--- src/rtl/core/cmc_pkg.sv ---
// shared types and codes of the column majority consensus block
`timescale 1ns / 1ps
`default_nettype none
package cmc_pkg;

	// command codes
	localparam logic CMD_LOAD  = 1'b0;
	localparam logic CMD_DRAIN = 1'b1;

	// counter lanes within one column entry
	localparam logic [2:0] LANE_A = 3'd0;
	localparam logic [2:0] LANE_C = 3'd1;
	localparam logic [2:0] LANE_G = 3'd2;
	localparam logic [2:0] LANE_T = 3'd3;
	localparam logic [2:0] LANE_N = 3'd4;
	localparam int         LANES  = 5;

	// one memory operation issued by the sequencer
	typedef struct packed {
		logic       load;   // increment one counter of the column
		logic       drain;  // vote and clear the column
		logic [2:0] lane;   // counter to increment on a load
		logic       last;   // final column of the group on a drain
		logic       trunc;  // a base of the group fell past the limit
	} cmc_op_t;

endpackage
`default_nettype wire

--- src/rtl/core/cmc_seq.sv ---
// column position sequencer: load, longest-read and drain positions
`timescale 1ns / 1ps
`default_nettype none
module cmc_seq
	import cmc_pkg::*;
#(
	parameter int MAX_COLUMNS = 256,
	parameter int AW          = 8,
	parameter int PW          = 9
) (
	input  wire logic          clk,
	input  wire logic          arst_n,
	input  wire logic          accept,
	input  wire logic          command,
	input  wire logic [2:0]    base_code,
	input  wire logic          read_ends,
	output logic               issue,
	output cmc_op_t            op,
	output logic [AW-1:0]      addr
);

	localparam logic [PW-1:0] LIMIT = PW'(MAX_COLUMNS);

	logic [PW-1:0] load_pos_q, longest_q, drain_pos_q;
	logic          overflow_q;
	logic [PW-1:0] load_nxt, drain_nxt;
	logic          load_fits, drain_ok, drain_last;

	assign load_fits  = load_pos_q < LIMIT;
	assign load_nxt   = load_pos_q + PW'(1);
	assign drain_ok   = drain_pos_q < longest_q;
	assign drain_nxt  = drain_pos_q + PW'(1);
	assign drain_last = drain_nxt >= longest_q;

	always_comb begin
		issue    = 1'b0;
		op       = '0;
		addr     = '0;
		if (command == CMD_LOAD) begin
			op.load = load_fits;
			op.lane = (base_code > LANE_N) ? LANE_N : base_code;
			addr    = load_pos_q[AW-1:0];
			issue   = accept && load_fits;
		end else begin
			op.drain = drain_ok;
			op.last  = drain_last;
			op.trunc = overflow_q;
			addr     = drain_pos_q[AW-1:0];
			issue    = accept && drain_ok;
		end
	end

	always_ff @(posedge clk or negedge arst_n) begin
		if (!arst_n) begin
			load_pos_q  <= '0;
			longest_q   <= '0;
			drain_pos_q <= '0;
			overflow_q  <= 1'b0;
		end else if (accept) begin
			if (command == CMD_LOAD) begin
				if (load_fits) begin
					if (load_nxt > longest_q) begin
						longest_q <= load_nxt;
					end
				end else begin
					overflow_q <= 1'b1;
				end
				if (read_ends) begin
					load_pos_q <= '0;
				end else if (load_fits) begin
					load_pos_q <= load_nxt;
				end
			end else if (drain_ok) begin
				if (drain_last) begin
					longest_q   <= '0;
					drain_pos_q <= '0;
					overflow_q  <= 1'b0;
				end else begin
					drain_pos_q <= drain_nxt;
				end
			end
		end
	end

endmodule
`default_nettype wire

--- config.mk ---
export PLATFORM = sky130hd
export DESIGN_NAME = cmc_seq
export DESIGN_NICKNAME = d
export VERILOG_FILES = /design/src/rtl/core/cmc_pkg.sv /design/src/rtl/core/cmc_seq.sv
export SDC_FILE = /design/constraint.sdc
export NUM_CORES = 1
export LEC_CHECK = 0
export BUFFER_PORTS_ARGS = -buffer_cell sky130_fd_sc_hd__buf_4
export CAP_MARGIN = 30
export CORE_UTILIZATION = 35
export CTS_CLUSTER_DIAMETER = 100
export DETAILED_ROUTE_END_ITERATION = 10
export PLACE_DENSITY = 0.57
export REMOVE_ABC_BUFFERS = 1
export SYNTH_ARGS = -nofsm -noshare
export SYNTH_HDL_FRONTEND = slang
export SYNTH_SLANG_ARGS = --single-unit
--- constraint.sdc ---
create_clock -name clk -period 3.65 [get_ports clk]
set_input_delay 0.9125 -clock clk [delete_from_list [all_inputs] [get_ports clk]]
set_output_delay 0.9125 -clock clk [all_outputs]
set_load 0.03 [all_outputs]
Word-level counts from Yosys, hierarchy flattened
Cells that the tools add are included.

Bits in registers: 28. Output and inout port bits: 16.

Add/sub/neg operators: 2. Magnitude comparators: 5. Equal/unequal tests: 3. Mux-type cells: 19. Bitwise logic cells: 1. Reduce and logical (&&, ||, !) cells: 9.

Operators with widths (number): $mux 9 (8); $add 9x1->9 const B (2); $ge 9x9->1 (1); $gt 9x9->1 (1); $lt 9x9->1 (1); $lt 9x9->1 const B (1); $mux 8 (1); $mux 1 (7); $mux 3 (2); $reduce_and 3->1 (2); $reduce_bool 2->1 (3); $reduce_and 5->1 (1); $ne 2x1->1 const B (2); $reduce_and 4->1 (1); $gt 3x3->1 const B (1); $logic_and 1x1->1 (2); $mux 2 (1); $ne 2x2->1 const B (1); $not 1->1 (1).

Logic depth before layout (Yosys ltp)
Gate-level depths: netlist (run 1).

Depth after elaboration: 5. Mapped depth: 13. Depth with buffers taken out: 11.

Least setup slack after synthesis (run 1)
Ideal clock, no wire load.

Path type: register to output. Start: reg longest_q[8]. End: out issue. Data arrival time: 2535 ps. Data required time: 2738 ps. Slack: 203 ps. Stages on the path, launching flop included: 9. Path buffers: 1. Cell sequence: dfrtp_1 inv_1 ha_1 and4_4 a221o_1 or3_1 buf_2 nor2_1 o21a_1.

Cells in the longest elaborated chain, start to end: 3.

Ends and longest elaborated chain: start: declaration (RTL line cmc_seq.sv:24) `logic [PW-1:0] load_pos_q, longest_q, drain_pos_q;`; start signal: assignment (RTL line cmc_seq.sv:63) `longest_q <= load_nxt;`; $lt 9x9->1 (RTL line cmc_seq.sv:31) `assign drain_ok = drain_pos_q < longest_q;`; $logic_and 1x1->1 (RTL line cmc_seq.sv:49) `issue = accept && drain_ok;`; $mux 1 (RTL line cmc_seq.sv:39) `if (command == CMD_LOAD) begin`; end: declaration (RTL line cmc_seq.sv:17) `output logic issue,`.

Every way passes these cells.

Worst setup path after layout (run 1)
Ends and elaborated chain as after synthesis.

==> flow_summary.json, run 1 <==
{
  "syn-cell-area_um2": 2320,
  "path_clk_slew_ps": 110,
  "clk_latency_ps": 280,
  "leakagePower_nw": 1.25,
  "power_density_nw_per_um2": 506,
  "timing_hold_violations_final": 0,
  "syn_inst": 274,
  "yosys.cell_types.count": 37,
  "status": "finished, final reports clean",
  "switching_share_pct": 41.9,
  "cpPeakStageDelay_ps": 440,
  "synth.top_cell.area_share_pct": 30.2,
  "cts_buffers": 3,
  "worstPathBufferInverterCount": 2,
  "p_switching_w": 0.000562,
  "wl_per_cell_um": 15.2,
  "skew_ps": 4.11,
  "met1_usage_pct": 23.5,
  "antenna_found_initial": 0,
  "fmax_mhz": 290,
  "worstPathCellList": "inv_1, ha_1, and4_4, a221o_1, or3_4, nor2_1, o21a_1, buf_4",
  "seqPwrFrac_pct": 35.1,
  "ys_seq_elements": 28,
  "die_width_um": 83.5,
  "synthToLayoutAreaGrowth_pct": 14.2,
  "met2_usage_pct": 27.7,
  "drv_cap": 0,
  "cp_slowest_cell": "or3_4",
  "critPathTopFamily": "simple AND/OR/NAND/NOR gates",
  "rsz0062_at_grt": "false",
  "power.internal_w": 0.000780,
  "diodes": 0,
  "path_class": "flop to primary output",
  "worst_slew_pin_slew_ps": 759,
  "grt_max_degree": 36,
  "num_vias": 1961,
  "critical_path_arrival_ps": 2530,
  "busiest_layer": "met2",
  "wl_um": 5630,
  "synth-async-reset-ratio_pct": 100,
  "critical_path_required_ps": 2740,
  "drc": 0,
  "drt-pass1-iter-count": 4,
  "ctsHtreeMaxLevel": 1,
  "cts_tree": "built",
  "post-route-period-util_pct": 94.4,
  "grt_use_total_pct": 16.7,
  "max-vdd-ir-drop_mv": 0.295,
  "grt-ovfl-total": 0,
  "min_path_type": "input port to async pin",
  "grt.met3_usage_pct": 1.78,
  "dpl_cell_area_um2": 2570,
  "syn_avg_cell_area_um2": 8.48,
  "slew_viol_final": 0,
  "routabilityCongestion": 0.810,
  "fillers": 650,
  "setup_viol": 0,
  "synth_edf_count": 0,
  "die_h_um": 83.5,
  "post_synth_main_area_contributors": "dfrtp_1, ha_1, nand2_1",
  "die_area_um2": 6970,
  "multi_input_area_um2": 1500,
  "grt_pass1_vias": 1838,
  "final_cell_area_um2": 2650,
  "critical_path.max_fanout": 7,
  "clock-sinks": 28,
  "startpoint_type": "flop",
  "final_cell_mix": "ha_1, nand2_1, dfrtp_1, buf_4, nor2_1",
  "cts.hold.buffers_added": 0,
  "dp_hpwl_um": 4190,
  "synth_top_area_cell": "dfrtp_1",
  "seqCellArea_um2": 701,
  "port_buffers": 23,
  "drive_gt1_share_pct": 15.8,
  "grt_pass1_wl_um": 9470,
  "final_common_cell": "ha_1",
  "cts_setup_buffers": 0,
  "initial_core_util_pct": 36.4,
  "clock_tree.buffer_depth": 2,
  "p_comb_share_pct": 45.9,
  "seq_area_frac_synth_pct": 30.2,
  "clock-root-buffer": "clkbuf_8",
  "drt-vias-per-instance": 5.31,
  "coreArea_um2": 6390,
  "io_pins": 24,
  "drt-initial-drc-count": 91,
  "ff2ff_setup_slack_ps": 650,
  "end_kind": "primary output",
  "clkPwrFrac_pct": 19.1,
  "period_minus_slack_ps": 3450,
  "nets": 330,
  "ys_warn_count": 0,
  "rows": 29,
  "setup-tns-final_ps": 0,
  "slew_headroom_pct": 49.0,
  "synth_ff_type": "dfrtp_1",
  "antenna_left": 0
}
through the flow:
| stage | cells | worst slack [ps] | power, W | utilization, % | hold WS (ps) |
|---|---|---|---|---|---|
| floorplan | 262 | 103 | 0.000890 | - | 507 |
| global placement | 365 | 469 | 0.00108 | 40.2 | 523 |
| detailed placement | 365 | 421 | 0.00109 | 40.2 | 532 |
| CTS | 369 | 68.8 | 0.00136 | 41.3 | 553 |
| global route | 369 | 42.8 | 0.00147 | 41.5 | 557 |
| finish | 369 | 204 | 0.00134 | 41.5 | 537 |
cell usage after synthesis (2+ instances only):
| library cell | count |
|---|---|
| mux2_2 | 9 |
| xnor2_1 | 9 |
| o21ai_0 | 21 |
| clkbuf_1 | 9 |
| o221ai_1 | 6 |
| nor3_1 | 4 |
| nor3b_1 | 3 |
| a21oi_1 | 13 |
| nor2b_1 | 4 |
| nor2_1 | 24 |
| ha_1 | 29 |
| a31oi_1 | 3 |
| buf_2 | 3 |
| o211ai_1 | 9 |
| mux2i_1 | 9 |
| and3_1 | 2 |
| nand3_1 | 15 |
| nand2_1 | 28 |
| inv_1 | 23 |
| and2_1 | 3 |
| dfrtp_1 | 28 |
| xor2_1 | 5 |
final cells by class:
cell class	count	share of cell area, %
multi-input combinational	211	56.7
sequential	28	26.4
timing repair buffer	26	7.36
tap	77	3.63
inverter	23	3.25
clock buffer	3	1.56
clock inverter	1	1.13
layer usage:
layer / part of all wire, % / routed length, um
met5: 0 / 0
met3: 3.2 / 181
met4: 0.96 / 54
met1: 50 / 2800
met2: 46 / 2590
path summary, 6_finish.rpt:
path                                    start             to  cells after the start
worst max-delay path             longest_q[8]          issue                      8
min in group clk                 longest_q[4]   longest_q[4]                      2
worst min-delay path                   arst_n  load_pos_q[8]                      1
worst min register to register   longest_q[4]   longest_q[4]                      2
max in group asynchronous              arst_n   longest_q[1]                      1
worst max register to register  load_pos_q[0]   longest_q[8]                     12
power groups by stage:
stage,Combinational (W),Clock [W],Sequential [W]
2_1_floorplan,0.000443,0,0.000448
3_3_place_gp,0.000602,0,0.000474
3_5_place_dp,0.000612,0,0.000477
4_1_cts,0.000617,0.000270,0.000471
5_1_grt,0.000707,0.000274,0.000486
6_report,0.000616,0.000256,0.000471
timing repair:
item / in CTS / in global routing
setup endpoints to repair: 0 / 2
gates resized for setup: 0 / 3
hold endpoints to repair: 0 / 0
flip-flops by register name (all words and copies together), names as in the netlist:
name,count
drain_pos_q,9
load_pos_q,9
longest_q,9
overflow_q,1
logic make-up after synthesis:
group                    after synthesis  synth area share, %
XOR/XNOR                              14                 5.28
flip-flops                            28                 30.2
AND/OR/NAND/NOR                       91                 19.0
adder cells (fa/ha/maj)               29                 15.6
multiplexers                          18                 8.24
AO/OA/AOI/OAI                         59                 15.9
buffers and inverters                 35                 5.82
(Power assumes the default switching activity.)
==> run 2, diff against run 1 <==
--- a/config.mk
+++ b/config.mk
@@ -10,7 +10,7 @@
 export CORE_UTILIZATION = 35
 export CTS_CLUSTER_DIAMETER = 100
 export DETAILED_ROUTE_END_ITERATION = 10
-export PLACE_DENSITY = 0.57
+export PLACE_DENSITY = 0.59
 export REMOVE_ABC_BUFFERS = 1
 export SYNTH_ARGS = -nofsm -noshare
 export SYNTH_HDL_FRONTEND = slang
==> constraint.sdc (replaced) <==
create_clock -name clk -period 3.1 [get_ports clk]
set_input_delay 0.775 -clock clk [delete_from_list [all_inputs] [get_ports clk]]
set_output_delay 0.775 -clock clk [all_outputs]
set_load 0.03 [all_outputs]
==> run 2 against run 1 <==
Final area increased by 10%. Sequential cell count unchanged. Utilization up 4.1 points. Register-to-register slack lost 350 ps. Sequential share of layout area down 2.3 points. Clock power is 19% higher. Total power up 33%. Critical path depth rose by 1. Largest power group unchanged.
==> flow_summary.json, run 2 (synthesis gave the netlist of run 1 again) <==
{
  "final_cell_mix": "buf_4, nand2_1, ha_1, dfrtp_1",
  "p_switching_w": 0.000751,
  "rows": 29,
  "io_pins": 24,
  "clkPwrFrac_pct": 17.1,
  "dp_hpwl_um": 4450,
  "setup_viol": 0,
  "timing_hold_violations_final": 0,
  "nets": 347,
  "grt_use_total_pct": 18.1,
  "die_width_um": 83.5,
  "path_clk_slew_ps": 110,
  "cts_tree": "built",
  "drv_cap": 0,
  "cts.hold.buffers_added": 0,
  "whs_ps": 398,
  "drc": 0,
  "p_comb_share_pct": 52.5,
  "port_buffers": 23,
  "worstPathCellList": "buf_4, ha_1, nor2b_1, o21ai_1, a21oi_2, or3_4, nor2_4, o21a_1, buf_6",
  "worst_slew_pin_slew_ps": 792,
  "leakagePower_nw": 1.36,
  "grt_pass1_vias": 2006,
  "clk_latency_ps": 280,
  "drive_gt1_share_pct": 27.8,
  "diodes": 0,
  "post-route-period-util_pct": 100,
  "end_kind": "primary output",
  "synthToLayoutAreaGrowth_pct": 25.5,
  "status": "finished, final reports clean",
  "crit_path_start": "drain_pos_q[1]",
  "num_vias": 2076,
  "critPathTopFamily": "simple AND/OR/NAND/NOR gates",
  "seqCellArea_um2": 702,
  "wl_per_cell_um": 15.8,
  "path_class": "flop to primary output",
  "wl_um": 6090,
  "skew_ps": 4.77,
  "min_path_type": "input port to async pin",
  "r2r_start": "load_pos_q[3]",
  "drt-initial-drc-count": 109,
  "ctsHtreeMaxLevel": 1,
  "final_common_cell": "buf_4",
  "power.internal_w": 0.00103,
  "slew_viol_final": 0,
  "critical_path_required_ps": 2320,
  "routabilityCongestion": 0.846,
  "max-vdd-ir-drop_mv": 0.426,
  "antenna_found_initial": 0,
  "startpoint_type": "flop",
  "clock-root-buffer": "clkbuf_8",
  "clock_tree.buffer_depth": 2,
  "fillers": 628,
  "cpPeakStageDelay_ps": 420,
  "clock-sinks": 28,
  "worstPathBufferInverterCount": 2,
  "coreArea_um2": 6390,
  "grt_pass1_wl_um": 10100,
  "critical_path.max_fanout": 4,
  "power_density_nw_per_um2": 611,
  "period_minus_slack_ps": 3100,
  "die_h_um": 83.5,
  "initial_core_util_pct": 36.4,
  "multi_input_area_um2": 1630,
  "cts_buffers": 3,
  "seqPwrFrac_pct": 30.4,
  "rsz0062_at_grt": "true",
  "cp_slowest_cell": "dfrtp_1",
  "die_area_um2": 6970,
  "setup-tns-final_ps": 0,
  "top_regs": "drain_pos_q x9, load_pos_q x9, longest_q x9",
  "grt_max_degree": 36,
  "critical_path_arrival_ps": 2320,
  "slew_headroom_pct": 46.8,
  "antenna_left": 0,
  "drt-pass1-iter-count": 5,
  "drt-vias-per-instance": 5.38,
  "fmax_mhz": 323,
  "switching_share_pct": 42.1,
  "grt-ovfl-total": 0
}
## run 2: power by group through the flow
stage / clock network (W) / logic, W / registers (W)
2_1_floorplan: 0 / 0.000521 / 0.000527
4_1_cts: 0.000313 / 0.000897 / 0.000541
6_report: 0.000305 / 0.000936 / 0.000541
3_3_place_gp: 0 / 0.000798 / 0.000535
3_5_place_dp: 0 / 0.000810 / 0.000538
5_1_grt: 0.000328 / 0.00105 / 0.000555
## run 2: path summary, 6_finish.rpt
path,endpoint,slack [ps],depth (start not counted)
max,issue,1,9
min,load_pos_q[8],400,1
max reg2reg,longest_q[8],300,11
min reg2reg,overflow_q,550,2
max in group asynchronous,load_pos_q[2],2410,1
min in group clk,overflow_q,550,2
## run 2: repair_timing
item	CTS	global route
cloned	0	0
pin swaps	7	5
buffers inserted	6	0
setup endpoints to repair	3	11
gates resized for setup	18	18
## run 2: stage by stage
| stage | utilization, % | instance area (um^2) | setup WS, ps | instances | power (W) |
|---|---|---|---|---|---|
| after global placement | 41.5 | 2650 | 169 | 376 | 0.00133 |
| after detailed placement | 41.5 | 2650 | 129 | 376 | 0.00135 |
| after CTS | 44.5 | 2840 | 0.229 | 386 | 0.00175 |
| after floorplan | - | 2270 | -310 | 262 | 0.00105 |
| after global routing | 45.7 | 2920 | -106 | 386 | 0.00193 |
| final | 45.7 | 2920 | 1.30 | 386 | 0.00178 |
## run 2: final cells by class
class | count | area share (%)
repair buffers | 43 | 11.3
inverters | 23 | 2.96
flip-flops and latches | 28 | 24.1
multi-input cells | 211 | 55.9
well taps | 77 | 3.30
clock inverters | 1 | 1.03
clock buffers | 3 | 1.42
## run 2: routing by layer
metal,part of all wire [%],global-route usage (%),wire length (um)
met4,1.7,5.08,102
met2,50,30.6,3020
met3,2.3,1.68,142
met5,0,0,0
met1,46,24.6,2830
==> run 3, diff against run 2 <==
--- a/config.mk
+++ b/config.mk
@@ -10,7 +10,7 @@
 export CORE_UTILIZATION = 35
 export CTS_CLUSTER_DIAMETER = 100
 export DETAILED_ROUTE_END_ITERATION = 10
-export PLACE_DENSITY = 0.59
+export PLACE_DENSITY = 0.57
 export REMOVE_ABC_BUFFERS = 1
 export SYNTH_ARGS = -nofsm -noshare
 export SYNTH_HDL_FRONTEND = slang
==> constraint.sdc (replaced) <==
create_clock -name clk -period 3.8 [get_ports clk]
set_input_delay 0.95 -clock clk [delete_from_list [all_inputs] [get_ports clk]]
set_output_delay 0.95 -clock clk [all_outputs]
set_load 0.03 [all_outputs]
==> run 3 against run 2 <==
Non-clock buffer count down 17. First-iteration DRC count up 11%. Via count down 7.1%. Sequential share of layout area up 2.5 points. Combinational power down 38%. Sequential cell count unchanged. Clock skew up 2.8 ps. Utilization down 4.4 points. Largest cell class unchanged. Highest routed layer unchanged.
==> flow_summary.json, run 3 (synthesis gave the netlist of run 1 again) <==
{
  "clk_latency_ps": 280,
  "initial_core_util_pct": 36.4,
  "clock-sinks": 28,
  "hold_path_startpoint": "longest_q[3]",
  "final_cell_mix": "ha_1, nand2_1, dfrtp_1, buf_4, nor2_1",
  "dp_hpwl_um": 4130,
  "highest_layer": "met4",
  "wl_um": 5490,
  "path_clk_slew_ps": 110,
  "dpl_cell_area_um2": 2570,
  "worst_slew_pin_slew_ps": 756,
  "post-route-period-util_pct": 94.9,
  "die_width_um": 83.5,
  "die_area_um2": 6970,
  "max-vdd-ir-drop_mv": 0.317,
  "critical_path_required_ps": 2850,
  "multi_input_area_um2": 1490,
  "critPathTopFamily": "simple AND/OR/NAND/NOR gates",
  "rr_worst_depth": 12,
  "slew_viol_final": 0,
  "path_depth": 8,
  "grt-ovfl-total": 0,
  "seqCellArea_um2": 701,
  "wl_met2_um": 2500,
  "drv_cap": 0,
  "diodes": 0,
  "cts.hold.buffers_added": 0,
  "synthToLayoutAreaGrowth_pct": 13.5,
  "ff2ff_setup_slack_ps": 790,
  "drive_gt1_share_pct": 14.7,
  "cts_buffers": 3,
  "leakagePower_nw": 1.25,
  "clock-root-buffer": "clkbuf_8",
  "final_common_cell": "ha_1",
  "critical_path_arrival_ps": 2660,
  "port_buffers": 23,
  "path_class": "flop to primary output",
  "ctsHtreeMaxLevel": 1,
  "setup-tns-final_ps": 0,
  "setup_viol": 0,
  "final_cell_area_um2": 2640,
  "skew_ps": 7.59,
  "rows": 29,
  "io_pins": 24,
  "critical_path.max_fanout": 7,
  "drt-initial-drc-count": 121,
  "cpPeakStageDelay_ps": 510,
  "cts_tree": "built",
  "worstPathCellList": "inv_1, ha_1, and4_4, a221o_1, or3_1, nor2_1, o21a_1, buf_4",
  "r2r_start": "load_pos_q[0]",
  "drt-pass1-iter-count": 4,
  "met3_length_um": 241,
  "grt_max_degree": 36,
  "r2r-end": "longest_q[5]",
  "grt_pass1_wl_um": 9580,
  "antenna_found_initial": 0,
  "rsz0062_at_grt": "false",
  "worstPathBufferInverterCount": 2,
  "fin_util_pct": 41.3,
  "end_kind": "primary output",
  "routabilityCongestion": 0.811,
  "timing_hold_violations_final": 0,
  "power_density_nw_per_um2": 484,
  "startpoint_type": "flop",
  "drc": 0,
  "clock_tree.buffer_depth": 2,
  "grt_use_total_pct": 16.8,
  "fillers": 651,
  "num_vias": 1929,
  "coreArea_um2": 6390,
  "nets": 330,
  "top_regs": "drain_pos_q x9, load_pos_q x9, longest_q x9",
  "min_path_type": "flop to flop",
  "drt-vias-per-instance": 5.23,
  "cp_slowest_cell": "or3_1",
  "wl_met1_um": 2700,
  "hold-path-cell-count": 2,
  "period_minus_slack_ps": 3610,
  "die_h_um": 83.5,
  "cts_resized": 0,
  "fmax_mhz": 277,
  "cts_setup_buffers": 0,
  "wl_per_cell_um": 14.9,
  "slew_headroom_pct": 49.3,
  "status": "finished, final reports clean",
  "min_to": "longest_q[3]",
  "grt_pass1_vias": 1841,
  "antenna_left": 0
}
## run 3: cell types whose count changed in the layout (fill, tap and decap cells not counted), sizes merged
cell and change:
buf -17
## run 3: how the worst max path moves through the flow
stage               endpoint  slack [ps]           start
global placement       op[1]         580  drain_pos_q[1]
detailed placement     issue         540    longest_q[8]
floorplan              op[1]         220  drain_pos_q[0]
global route           op[1]          30  drain_pos_q[0]
CTS                    issue         180    longest_q[8]
finish                 issue         190    longest_q[8]
## run 3: stage by stage
step                      cells  hold WS [ps]  power, W  setup WS (ps)
after floorplan             262           507  0.000855            215
after global placement      365           523   0.00103            580
after detailed placement    365           530   0.00104            536
after CTS                   369           557   0.00130            185
after global routing        369           597   0.00140           29.1
final                       369           551   0.00128            193
## run 3: worst register-to-register path: stages, from the launching register on
cell and delay [ps]:
dfrtp_1 490, ha_1 260, nand2_1 110, nor3_1 330
xnor2_1 150, ha_1 330, nand2_1 50, o21ai_0 260
o221ai_1 170, a21oi_1 130, buf_4 220, mux2i_1 220
o221ai_1 140
## run 3: power by group
part	total, W	switching (W)	internal (W)
registers	0.000451	0.0000862	0.000365
logic	0.000581	0.000343	0.000238
clock network	0.000244	0.000102	0.000141
## run 3: routing by layer
| metal | vias to the layer above | track usage, % |
|---|---|---|
| li1 | 1000 | - |
| met1 | 883 | 24.2 |
| met2 | 42 | 27.3 |
| met3 | 4 | 1.78 |
| met4 | 0 | 3.70 |
| met5 | - | 0 |
## run 3: area by class of cell
class	count	area share, %
clock buffer	3	1.57
clock inverter	1	1.14
inverter	23	3.27
multi-input combinational	211	56.4
sequential	28	26.6
tap	77	3.65
timing repair buffer	26	7.40
